[src/rtl/cbe_pkg.sv]
// Shared constants and widths for the cubic Bezier easing unit.
package cbe_pkg;

  localparam int ONE_Q16 = 65536;
  localparam int DEF_TABLE_SIZE = 17;
  localparam int DEF_NEWTON_STEPS = 4;

  // shared multiplier operand widths
  localparam int MUL_AW = 32;
  localparam int MUL_BW = 18;

  // shared divider widths
  localparam int DIV_NW = 50;
  localparam int DIV_DW = 32;

  // register indexes (byte address / 4)
  localparam logic [2:0] REG_X1 = 3'd0;
  localparam logic [2:0] REG_Y1 = 3'd1;
  localparam logic [2:0] REG_X2 = 3'd2;
  localparam logic [2:0] REG_Y2 = 3'd3;
  localparam logic [2:0] REG_HOLD = 3'd4;

endpackage

[src/rtl/cbe_mul.sv]
// Shared Q16 multiplier: registered product, rounded to nearest (ties up).
module cbe_mul (
  input  logic                                clk,
  input  logic signed [cbe_pkg::MUL_AW-1:0]   a,
  input  logic signed [cbe_pkg::MUL_BW-1:0]   b,
  output logic signed [cbe_pkg::MUL_AW-1:0]   r
);

  localparam int PW = cbe_pkg::MUL_AW + cbe_pkg::MUL_BW;

  logic signed [PW-1:0] prod;
  logic signed [PW-1:0] rnd;

  always_ff @(posedge clk) begin
    prod <= PW'(a) * PW'(b);
  end

  assign rnd = prod + PW'(32768);
  assign r = cbe_pkg::MUL_AW'(rnd >>> 16);

endmodule

[src/rtl/cbe_div.sv]
// Shared signed divider, one quotient bit per cycle, truncating toward zero.
module cbe_div (
  input  logic                               clk,
  input  logic                               rst,
  input  logic                               start,
  input  logic signed [cbe_pkg::DIV_NW-1:0]  num,
  input  logic signed [cbe_pkg::DIV_DW-1:0]  den,
  output logic                               busy,
  output logic                               done,
  output logic signed [cbe_pkg::DIV_NW-1:0]  quot
);

  localparam int NW = cbe_pkg::DIV_NW;
  localparam int DW = cbe_pkg::DIV_DW;
  localparam int CW = $clog2(NW + 1);

  logic [NW-1:0] q;
  logic [DW:0]   rem;
  logic [DW-1:0] dmag;
  logic          neg;
  logic [CW-1:0] cnt;
  logic [DW:0]   rem_sh;
  logic [DW:0]   rem_sub;

  assign rem_sh  = {rem[DW-1:0], q[NW-1]};
  assign rem_sub = rem_sh - {1'b0, dmag};

  always_ff @(posedge clk) begin
    if (rst) begin
      busy <= 1'b0;
      done <= 1'b0;
      cnt  <= '0;
    end else begin
      done <= 1'b0;
      if (start) begin
        busy <= 1'b1;
        cnt  <= CW'(NW);
        q    <= num[NW-1] ? NW'(-num) : NW'(num);
        dmag <= den[DW-1] ? DW'(-den) : DW'(den);
        neg  <= num[NW-1] ^ den[DW-1];
        rem  <= '0;
      end else if (busy) begin
        if (!rem_sub[DW]) begin
          rem <= rem_sub;
          q   <= {q[NW-2:0], 1'b1};
        end else begin
          rem <= rem_sh;
          q   <= {q[NW-2:0], 1'b0};
        end
        cnt <= cnt - CW'(1);
        if (cnt == CW'(1)) begin
          busy <= 1'b0;
          done <= 1'b1;
        end
      end
    end
  end

  assign quot = neg ? -$signed(q) : $signed(q);

endmodule

[src/rtl/cubic_bezier_easing_unit.sv]
// Cubic Bezier easing unit: top level with register port, sequencer and sample table.
//
// Evaluates a CSS style cubic-bezier easing curve (end points (0,0) and (1,1)) at one
// progress value per transfer, in Q16 (1.0 = 65536). Hold mode or progress <= 0 gives 0,
// progress >= 1 gives 1.0, and a linear curve passes progress through. These answers are
// offered in the cycle after acceptance. Otherwise the sequencer solves Bx(t) = x and
// returns By(t), using one shared multiplier and one shared bit-serial divider. The
// divider computes the segment offset and the update inside each Newton step; a
// zero-width segment skips the offset division, and a step that finds a slope that is
// not positive ends the refinement. The divisions by TABLE_SIZE-1 use a constant
// reciprocal multiply and take no divider time. After a write to any of the five
// registers the first curve item also rebuilds the TABLE_SIZE-point table of Bx. One
// item is in work at a time: s_tready is low from acceptance until the result transfer
// completes.
module cubic_bezier_easing_unit #(
  parameter int TABLE_SIZE   = cbe_pkg::DEF_TABLE_SIZE,
  parameter int NEWTON_STEPS = cbe_pkg::DEF_NEWTON_STEPS
) (
  input  logic        clk,
  input  logic        rst,
  // stream in
  input  logic        s_tvalid,
  output logic        s_tready,
  input  logic [23:0] s_tdata,   // [18:0] progress, [23:19] zero
  // stream out
  output logic        m_tvalid,
  input  logic        m_tready,
  output logic [23:0] m_tdata,   // [18:0] eased_value, [23:19] zero
  // register port
  input  logic        psel,
  input  logic        penable,
  input  logic        pwrite,
  input  logic [4:0]  paddr,
  input  logic [31:0] pwdata,
  output logic [31:0] prdata,
  output logic        pready
);

  localparam int N1 = TABLE_SIZE - 1;
  localparam int IW = $clog2(TABLE_SIZE);
  localparam int KW = $clog2(NEWTON_STEPS + 1);
  localparam int NW = cbe_pkg::DIV_NW;
  localparam int DW = cbe_pkg::DIV_DW;
  localparam int AW = cbe_pkg::MUL_AW;
  localparam int BW = cbe_pkg::MUL_BW;

  typedef enum logic [4:0] {
    S_IDLE, S_FILL, S_FILL_W, S_FILL_WR, S_SEG, S_DOWN_RD, S_DOWN_CHK, S_UP_RD,
    S_UP_CHK, S_LOAD0, S_LOAD1, S_LOAD2, S_DDIV_W, S_TDIV, S_TDIV_W, S_NSLOPE,
    S_NS_CHK, S_NB, S_ND_W, S_YEVAL, S_YFIN, S_EVAL, S_OUT
  } state_t;

  // ---------------- configuration registers
  logic [16:0]        x1, x2;
  logic signed [18:0] y1, y2;
  logic               hold;
  logic               table_ready;
  logic               cfg_wr;
  logic               cfg_known;
  logic               linear;

  assign pready    = 1'b1;
  assign cfg_wr    = psel && penable && pwrite;
  assign cfg_known = (paddr[4:2] == cbe_pkg::REG_X1) || (paddr[4:2] == cbe_pkg::REG_Y1) ||
                     (paddr[4:2] == cbe_pkg::REG_X2) || (paddr[4:2] == cbe_pkg::REG_Y2) ||
                     (paddr[4:2] == cbe_pkg::REG_HOLD);
  // linear test is a pure function of the registers
  assign linear = !hold && ({2'b00, x1} == y1) && ({2'b00, x2} == y2);

  always_comb begin
    unique case (paddr[4:2])
      cbe_pkg::REG_X1:   prdata = {15'd0, x1};
      cbe_pkg::REG_Y1:   prdata = {13'd0, y1};
      cbe_pkg::REG_X2:   prdata = {15'd0, x2};
      cbe_pkg::REG_Y2:   prdata = {13'd0, y2};
      cbe_pkg::REG_HOLD: prdata = {31'd0, hold};
      default:           prdata = '0;
    endcase
  end

  // ---------------- sequencer state
  state_t             state, ev_ret;
  logic [16:0]        x;
  logic signed [18:0] res;
  logic [IW-1:0]      gi, fi;
  logic [16:0]        t;
  logic [16:0]        lo;
  logic signed [DW-1:0] slope;
  logic [KW-1:0]      k;
  logic [1:0]         ev_step;
  logic               ev_slope, ev_y;
  logic signed [AW-1:0] ev_res;

  // sample table memory, one registered read port
  logic [16:0]   tbl [TABLE_SIZE];
  logic [IW-1:0] rd_addr;
  logic [16:0]   rd_data;

  // ---------------- shared multiplier
  logic signed [AW-1:0] mul_a, mul_r;
  logic signed [BW-1:0] mul_b;
  logic signed [AW-1:0] a1, a2, c3, c2, c1;

  assign a1 = ev_y ? AW'(y1) : AW'({2'b00, x1});
  assign a2 = ev_y ? AW'(y2) : AW'({2'b00, x2});
  assign c3 = AW'(cbe_pkg::ONE_Q16) - 3 * a2 + 3 * a1;
  assign c2 = 3 * a2 - 6 * a1;
  assign c1 = 3 * a1;
  assign mul_b = BW'({1'b0, t});

  always_comb begin
    case (ev_step)
      2'd0:    mul_a = ev_slope ? 3 * c3 : c3;
      2'd1:    mul_a = mul_r + (ev_slope ? 2 * c2 : c2);
      default: mul_a = mul_r + c1;
    endcase
  end

  cbe_mul u_mul (
    .clk (clk),
    .a   (mul_a),
    .b   (mul_b),
    .r   (mul_r)
  );

  // ---------------- shared divider
  logic                 div_start, div_busy, div_done;
  logic signed [NW-1:0] div_num, div_quot;
  logic signed [DW-1:0] div_den;
  logic signed [DW-1:0] seg_den;

  assign seg_den = DW'($signed({1'b0, rd_data})) - DW'($signed({1'b0, lo}));

  always_comb begin
    div_start = 1'b0;
    div_num   = '0;
    div_den   = DW'(N1);
    unique case (state)
      S_LOAD2: begin
        div_start = (seg_den != 0);
        div_num   = NW'($signed({1'b0, x})) - NW'($signed({1'b0, lo}));
        div_num   = div_num <<< 16;
        div_den   = seg_den;
      end
      S_NB: begin
        div_start = 1'b1;
        div_num   = (NW'(ev_res) - NW'($signed({1'b0, x}))) <<< 16;
        div_den   = slope;
      end
      default: ;
    endcase
  end

  cbe_div u_div (
    .clk   (clk),
    .rst   (rst),
    .start (div_start),
    .num   (div_num),
    .den   (div_den),
    .busy  (div_busy),
    .done  (div_done),
    .quot  (div_quot)
  );

  // ---------------- division by TABLE_SIZE-1
  // g*1.0 + d + N1/2 = g*Q0*N1 + (g*R0 + d + N1/2); the small part m < 2^17 is
  // divided by a reciprocal multiply that is exact over that range.
  localparam int     Q0 = cbe_pkg::ONE_Q16 / N1;
  localparam int     R0 = cbe_pkg::ONE_Q16 % N1;
  localparam int     RS = 17 + $clog2(N1);
  localparam longint RM = ((longint'(1) << RS) + longint'(N1) - 1) / longint'(N1);

  logic [IW-1:0] rq_g;
  logic [16:0]   rq_d;
  logic [16:0]   rq_m, rq_base, rq_quot;
  logic [36:0]   rq_prod;

  assign rq_g    = (state == S_TDIV) ? gi : fi;
  assign rq_d    = (state == S_TDIV) ? t : 17'd0;
  assign rq_prod = 37'(rq_m) * 37'(RM);
  assign rq_quot = 17'(rq_prod >> RS);

  always_ff @(posedge clk) begin
    rq_m    <= 17'(18'(rq_g) * 18'(R0) + 18'(rq_d) + 18'(N1 / 2));
    rq_base <= 17'(18'(rq_g) * 18'(Q0));
  end

  // ---------------- memory
  always_comb begin
    unique case (state)
      S_UP_RD, S_LOAD1: rd_addr = gi + IW'(1);
      default:          rd_addr = gi;
    endcase
  end

  always_ff @(posedge clk) begin
    rd_data <= tbl[rd_addr];
    if (state == S_FILL_WR) begin
      if (ev_res < 0)                  tbl[fi] <= '0;
      else if (ev_res > AW'(131071))   tbl[fi] <= 17'h1FFFF;
      else                             tbl[fi] <= ev_res[16:0];
    end
  end

  // ---------------- helpers
  logic signed [18:0] x_in;
  logic [25:0]        g_est;
  logic signed [NW:0] t_new;

  assign x_in  = $signed(s_tdata[18:0]);
  assign g_est = 26'(x) * 26'(N1);
  assign t_new = (NW + 1)'($signed({1'b0, t})) - (NW + 1)'(div_quot);

  assign s_tready = (state == S_IDLE);
  assign m_tvalid = (state == S_OUT);
  assign m_tdata  = {5'd0, res};

  // ---------------- main sequencer
  always_ff @(posedge clk) begin
    if (rst) begin
      state       <= S_IDLE;
      x1          <= '0;
      y1          <= '0;
      x2          <= 17'(cbe_pkg::ONE_Q16);
      y2          <= 19'(cbe_pkg::ONE_Q16);
      hold        <= 1'b0;
      table_ready <= 1'b0;
    end else begin
      if (cfg_wr) begin
        unique case (paddr[4:2])
          cbe_pkg::REG_X1:   x1   <= pwdata[16:0];
          cbe_pkg::REG_Y1:   y1   <= $signed(pwdata[18:0]);
          cbe_pkg::REG_X2:   x2   <= pwdata[16:0];
          cbe_pkg::REG_Y2:   y2   <= $signed(pwdata[18:0]);
          cbe_pkg::REG_HOLD: hold <= pwdata[0];
          default: ;
        endcase
        if (cfg_known) table_ready <= 1'b0;
      end

      unique case (state)
        S_IDLE: begin
          if (s_tvalid) begin
            x <= x_in[16:0];
            if (hold || x_in <= 0) begin
              res   <= '0;
              state <= S_OUT;
            end else if (x_in >= 19'sd65536) begin
              res   <= 19'sd65536;
              state <= S_OUT;
            end else if (linear) begin
              res   <= x_in;
              state <= S_OUT;
            end else if (!table_ready) begin
              fi    <= '0;
              state <= S_FILL;
            end else begin
              state <= S_SEG;
            end
          end
        end
        // table build: ti by reciprocal divide, then Bx(ti)
        S_FILL: state <= S_FILL_W;
        S_FILL_W: begin
          t        <= rq_base + rq_quot;
          ev_step  <= 2'd0;
          ev_slope <= 1'b0;
          ev_y     <= 1'b0;
          ev_ret   <= S_FILL_WR;
          state    <= S_EVAL;
        end
        S_FILL_WR: begin
          if (fi == IW'(N1)) begin
            table_ready <= 1'b1;
            state       <= S_SEG;
          end else begin
            fi    <= fi + IW'(1);
            state <= S_FILL;
          end
        end
        // segment search
        S_SEG: begin
          gi    <= IW'(g_est[25:16]);
          state <= S_DOWN_RD;
        end
        S_DOWN_RD: state <= S_DOWN_CHK;
        S_DOWN_CHK: begin
          if (gi != '0 && rd_data > x) begin
            gi    <= gi - IW'(1);
            state <= S_DOWN_RD;
          end else begin
            state <= S_UP_RD;
          end
        end
        S_UP_RD: state <= (gi < IW'(N1 - 1)) ? S_UP_CHK : S_LOAD0;
        S_UP_CHK: begin
          if (rd_data < x) begin
            gi    <= gi + IW'(1);
            state <= S_UP_RD;
          end else begin
            state <= S_LOAD0;
          end
        end
        S_LOAD0: state <= S_LOAD1;
        S_LOAD1: begin
          lo    <= rd_data;
          state <= S_LOAD2;
        end
        S_LOAD2: begin
          // zero-width segment: offset 0
          if (seg_den == 0) begin
            t     <= '0;
            state <= S_TDIV;
          end else begin
            state <= S_DDIV_W;
          end
        end
        S_DDIV_W: begin
          if (div_done) begin
            if (div_quot < 0)                      t <= '0;
            else if (div_quot > NW'(65536))        t <= 17'h10000;
            else                                   t <= div_quot[16:0];
            state <= S_TDIV;
          end
        end
        // first guess t = (g*1.0 + d) / (TABLE_SIZE-1); t holds d here
        S_TDIV: state <= S_TDIV_W;
        S_TDIV_W: begin
          t     <= rq_base + rq_quot;
          k     <= '0;
          state <= S_NSLOPE;
        end
        // Newton refinement
        S_NSLOPE: begin
          ev_step  <= 2'd0;
          ev_slope <= 1'b1;
          ev_y     <= 1'b0;
          ev_ret   <= S_NS_CHK;
          state    <= S_EVAL;
        end
        S_NS_CHK: begin
          if (ev_res <= 0) begin
            state <= S_YEVAL;
          end else begin
            slope    <= ev_res;
            ev_step  <= 2'd0;
            ev_slope <= 1'b0;
            ev_ret   <= S_NB;
            state    <= S_EVAL;
          end
        end
        S_NB: state <= S_ND_W;
        S_ND_W: begin
          if (div_done) begin
            if (t_new < 0)                      t <= '0;
            else if (t_new > (NW + 1)'(65536))  t <= 17'h10000;
            else                                t <= t_new[16:0];
            k <= k + KW'(1);
            state <= (k == KW'(NEWTON_STEPS - 1)) ? S_YEVAL : S_NSLOPE;
          end
        end
        S_YEVAL: begin
          ev_step  <= 2'd0;
          ev_slope <= 1'b0;
          ev_y     <= 1'b1;
          ev_ret   <= S_YFIN;
          state    <= S_EVAL;
        end
        S_YFIN: begin
          if (ev_res < -AW'(131072))     res <= -19'sd131072;
          else if (ev_res > AW'(196608)) res <= 19'sd196608;
          else                           res <= ev_res[18:0];
          state <= S_OUT;
        end
        // polynomial walk on the shared multiplier (Horner form)
        S_EVAL: begin
          ev_step <= ev_step + 2'd1;
          if (ev_slope && ev_step == 2'd2) begin
            ev_res <= mul_r + c1;
            state  <= ev_ret;
          end else if (ev_step == 2'd3) begin
            ev_res <= mul_r;
            state  <= ev_ret;
          end
        end
        S_OUT: if (m_tready) state <= S_IDLE;
        default: state <= S_IDLE;
      endcase
    end
  end

`ifndef SYNTHESIS
  a_one_item: assert property (@(posedge clk) disable iff (rst) !(m_tvalid && s_tready))
    else $error("input taken while result pending");
  a_cfg_clear: assert property (@(posedge clk) disable iff (rst)
    (cfg_wr && cfg_known) |=> !table_ready)
    else $error("table not invalidated by register write");
  a_div_free: assert property (@(posedge clk) disable iff (rst) div_start |-> !div_busy)
    else $error("divider started while busy");
  a_res_range: assert property (@(posedge clk) disable iff (rst)
    m_tvalid |-> (res >= -19'sd131072 && res <= 19'sd196608))
    else $error("result out of range");
`endif

endmodule
[config.mk]
export PLATFORM = sky130hd
export DESIGN_NAME = cubic_bezier_easing_unit
export DESIGN_NICKNAME = d
export VERILOG_FILES = /design/src/rtl/cbe_pkg.sv /design/src/rtl/cbe_mul.sv /design/src/rtl/cbe_div.sv /design/src/rtl/cubic_bezier_easing_unit.sv
export SDC_FILE = /design/constraint.sdc
export NUM_CORES = 2
export LEC_CHECK = 0
export ABC_CLOCK_PERIOD_IN_PS = 29600
export BUFFER_PORTS_ARGS = -buffer_cell sky130_fd_sc_hd__buf_2
export CORE_MARGIN = 1
export CORE_UTILIZATION = 55
export DETAILED_ROUTE_END_ITERATION = 8
export PLACE_DENSITY = 0.71
export SKIP_LAST_GASP = 1
export SYNTH_ARGS = -nofsm -noshare
export SYNTH_HDL_FRONTEND = slang
export SYNTH_HIERARCHICAL = 1
export SYNTH_SLANG_ARGS = --single-unit
[constraint.sdc]
create_clock -name clk -period 29.6 [get_ports clk]
set_clock_uncertainty 0.15 [all_clocks]
set_input_delay 5.92 -clock clk [delete_from_list [all_inputs] [get_ports clk]]
set_output_delay 5.92 -clock clk [all_outputs]
set_load 0.02 [all_outputs]
==> results.sh <==
export IMPL_grt_usage=0.301
export IMPL_rr_endpoint="u_mul/prod[46]"
export IMPL_hp_class="flip-flop to flip-flop"
export IMPL_ff2ff_path_depth=58
export IMPL_fmax_mhz=59.8
export IMPL_drtIter0Drc=4573
export IMPL_antenna_found_initial=1
export IMPL_worstPathRequired_ns=29.97
export IMPL_synth_ff_latch_count=714
export IMPL_syn_inst=7333
export IMPL_period_share=0.565
export IMPL_slowest_delay_ns=0.73
export IMPL_yosysWarningCount=6
export IMPL_critical_path_arrival_ns=17.11
export IMPL_grt_pass1_wl_um=301000
export IMPL_num_vias=54300
export IMPL_worst_setup_path_type="flip-flop to flip-flop"
export IMPL_maxCapViolations=0
export IMPL_layoutNonFillerInstCount=9104
export IMPL_slowest_stage="mux2i_1"
export IMPL_rows=130
export IMPL_clk_latency_ns=0.69
export IMPL_status="finished clean"
export IMPL_vias_per_cell=5.96
export IMPL_io_buffers=87
export IMPL_synthArstFlopShare=0
export IMPL_ios=127
export IMPL_slew_viol_final=0
export IMPL_layout_min_cycle_time_ns=16.73
export IMPL_syn_area_um2=69700
export IMPL_drcViolationCount=0
export IMPL_ff2ff_setup_slack_ns=12.87
export IMPL_start_util=0.555
export IMPL_place_hpwl_um=146000
export IMPL_final_util=0.597
export IMPL_yosysMostFrequentCell="inv_1"
export IMPL_cts_root_buf="clkbuf_16"
export IMPL_avgSynthCellArea_um2=9.51
export IMPL_placed_cells=8969
export IMPL_coreArea_um2=126000
export IMPL_synth_ff_type="edfxtp_1"
export IMPL_min_path_cells=0
export IMPL_cts_resized=0
export IMPL_routedWlPerCell_um=21.1
export IMPL_routed_wirelength_um=192000
export IMPL_drive_gt1_frac=0.0798
export IMPL_die_y_um=358
export IMPL_grt_max_degree=81
export IMPL_die_area_um2=128000
export IMPL_start_kind="flip-flop"
export IMPL_antennaDiodeCount=0
export IMPL_antenna_left=0
export IMPL_synthTopCellsByCount="inv_1, nand2_1, edfxtp_1, fa_1, ha_1"
export IMPL_fin_nets=8527
export IMPL_die_x_um=358
export IMPL_grt_pass1_vias=53400
export IMPL_crit_path_end_kind="flip-flop"
export IMPL_synth_area_top_cells="edfxtp_1, fa_1, ha_1, inv_1, nand2_1"
export IMPL_fin_setup_tns_ns=0
export IMPL_ys_types=101
export IMPL_setup_viol=0
export IMPL_clockBufferDepth=3
export IMPL_cts_setup_buffers=0
export IMPL_cts_tree="built"
export IMPL_overflow=0
export IMPL_crit_path_max_fanout=38
export IMPL_cpMostUsedCell="a21oi_1"
export IMPL_worstReg2RegStart="ev_y"
export IMPL_areaGrowthSynthToFinish_pct=7.60
export IMPL_crit_end="u_mul/prod[46]"
export IMPL_hold_buffers=0
export IMPL_cts_sinks=714
export IMPL_relSlewSlack=0.131
export IMPL_tightestPinTransition_ns=1.29
export IMPL_synth_top_area_share=0.241
export IMPL_final_hold_viol_count=0
export IMPL_cp_startpoint="ev_y"
export IMPL_rsz0062_at_grt="false"
export IMPL_path_clk_slew_ns=0.06
export IMPL_gp_congestion=0.977
export IMPL_cts_buffers=74
export IMPL_synth_top_area_cell="edfxtp_1"
export IMPL_htreeDepth=3
export IMPL_fillers=10700
export IMPL_synth_edf_count=559
export IMPL_first_pass_iters=6
export IMPL_hold_start="rd_data[0]"
export IMPL_yosysSeqAreaShare=0.285
through the flow:
step | cell area (um2) | setup slack (ns) | hold WS, ns
after floorplan | 70000 | 15.21 | 0.258
after global placement | 72400 | 13.04 | 0.275
after detailed placement | 72400 | 13.00 | 0.283
after CTS | 75000 | 12.95 | 0.301
after global routing | 75000 | 11.72 | 0.312
final | 75000 | 12.87 | 0.302
registers in the layout, summed over array words and instances, names as in the netlist, 19 cells and up:
signal      cells
slope          32
u_div/q        50
tbl           289
ev_res         32
u_div/dmag     32
u_div/rem      32
y2             19
u_mul/prod     33
res            19
y1             19
kinds of logic (layout without fill, tap and decap cells):
family | after synthesis | after routing | share of synthesized area
DFF | 714 | 714 | 0.285
other | 2 | 81 | 0.000108
AOI/OAI and AO/OA | 1416 | 1416 | 0.132
muxes | 235 | 235 | 0.0507
buffers and inverters | 1208 | 1250 | 0.0662
adders and majority gates | 1072 | 1072 | 0.251
xor gates and xnor gates | 516 | 516 | 0.0650
and+or+nand+nor | 2170 | 2170 | 0.149
layout make-up:
class	instances	area, um2	share of cell area
clock buffers	88	1980	0.0263
well taps	1650	2060	0.0275
flip-flops and latches	714	19900	0.265
clock inverters	47	694	0.00925
inverters	920	3450	0.0460
multi-input cells	5490	45700	0.609
repair buffers	195	1250	0.0166
metal layers:
metal  global-route usage  wire [um]
met3               0.0409      13500
met1                0.423      83800
met5                    0          9
met2                0.473      87300
met4                0.115       7340
critical path, delay by kind of cell, from the launching register on:
kind / cells / cell delay [ns]
buffers and inverters: 9 / 1.43
multiplexers: 1 / 0.73
AND/OR/NAND/NOR: 6 / 1.23
adder cells (fa/ha/maj): 12 / 5.55
AO/OA/AOI/OAI: 25 / 6.15
XOR/XNOR: 5 / 0.94
flip-flops: 1 / 0.41
worst min-delay path by stage:
stage / endpoint / slack (ns)
2_1_floorplan: lo[0] / 0.26
3_3_place_gp: lo[0] / 0.27
3_5_place_dp: lo[0] / 0.28
4_1_cts: lo[0] / 0.30
5_1_grt: lo[0] / 0.31
6_report: lo[0] / 0.30
layout by cell type, fill, tap and decap left out, types with 86 or more instances in the layout:
master	netlist	final
dfxtp_1	155	155
a21o_1	129	129
edfxtp_1	559	559
mux2_2	98	98
and2_1	254	254
inv_1	916	916
ha_1	514	514
nand2_1	856	856
buf_2	5	86
buf_4	20	109
nand3_1	106	106
xor2_1	164	161
a21oi_1	425	425
fa_1	550	550
xnor2_1	351	350
o21ai_0	287	274
nor3_1	104	99
nor2_1	419	398
Power is left out: the tool's default activity adds up to more than one toggle a clock period on the data nets, which glitch-free logic cannot reach.
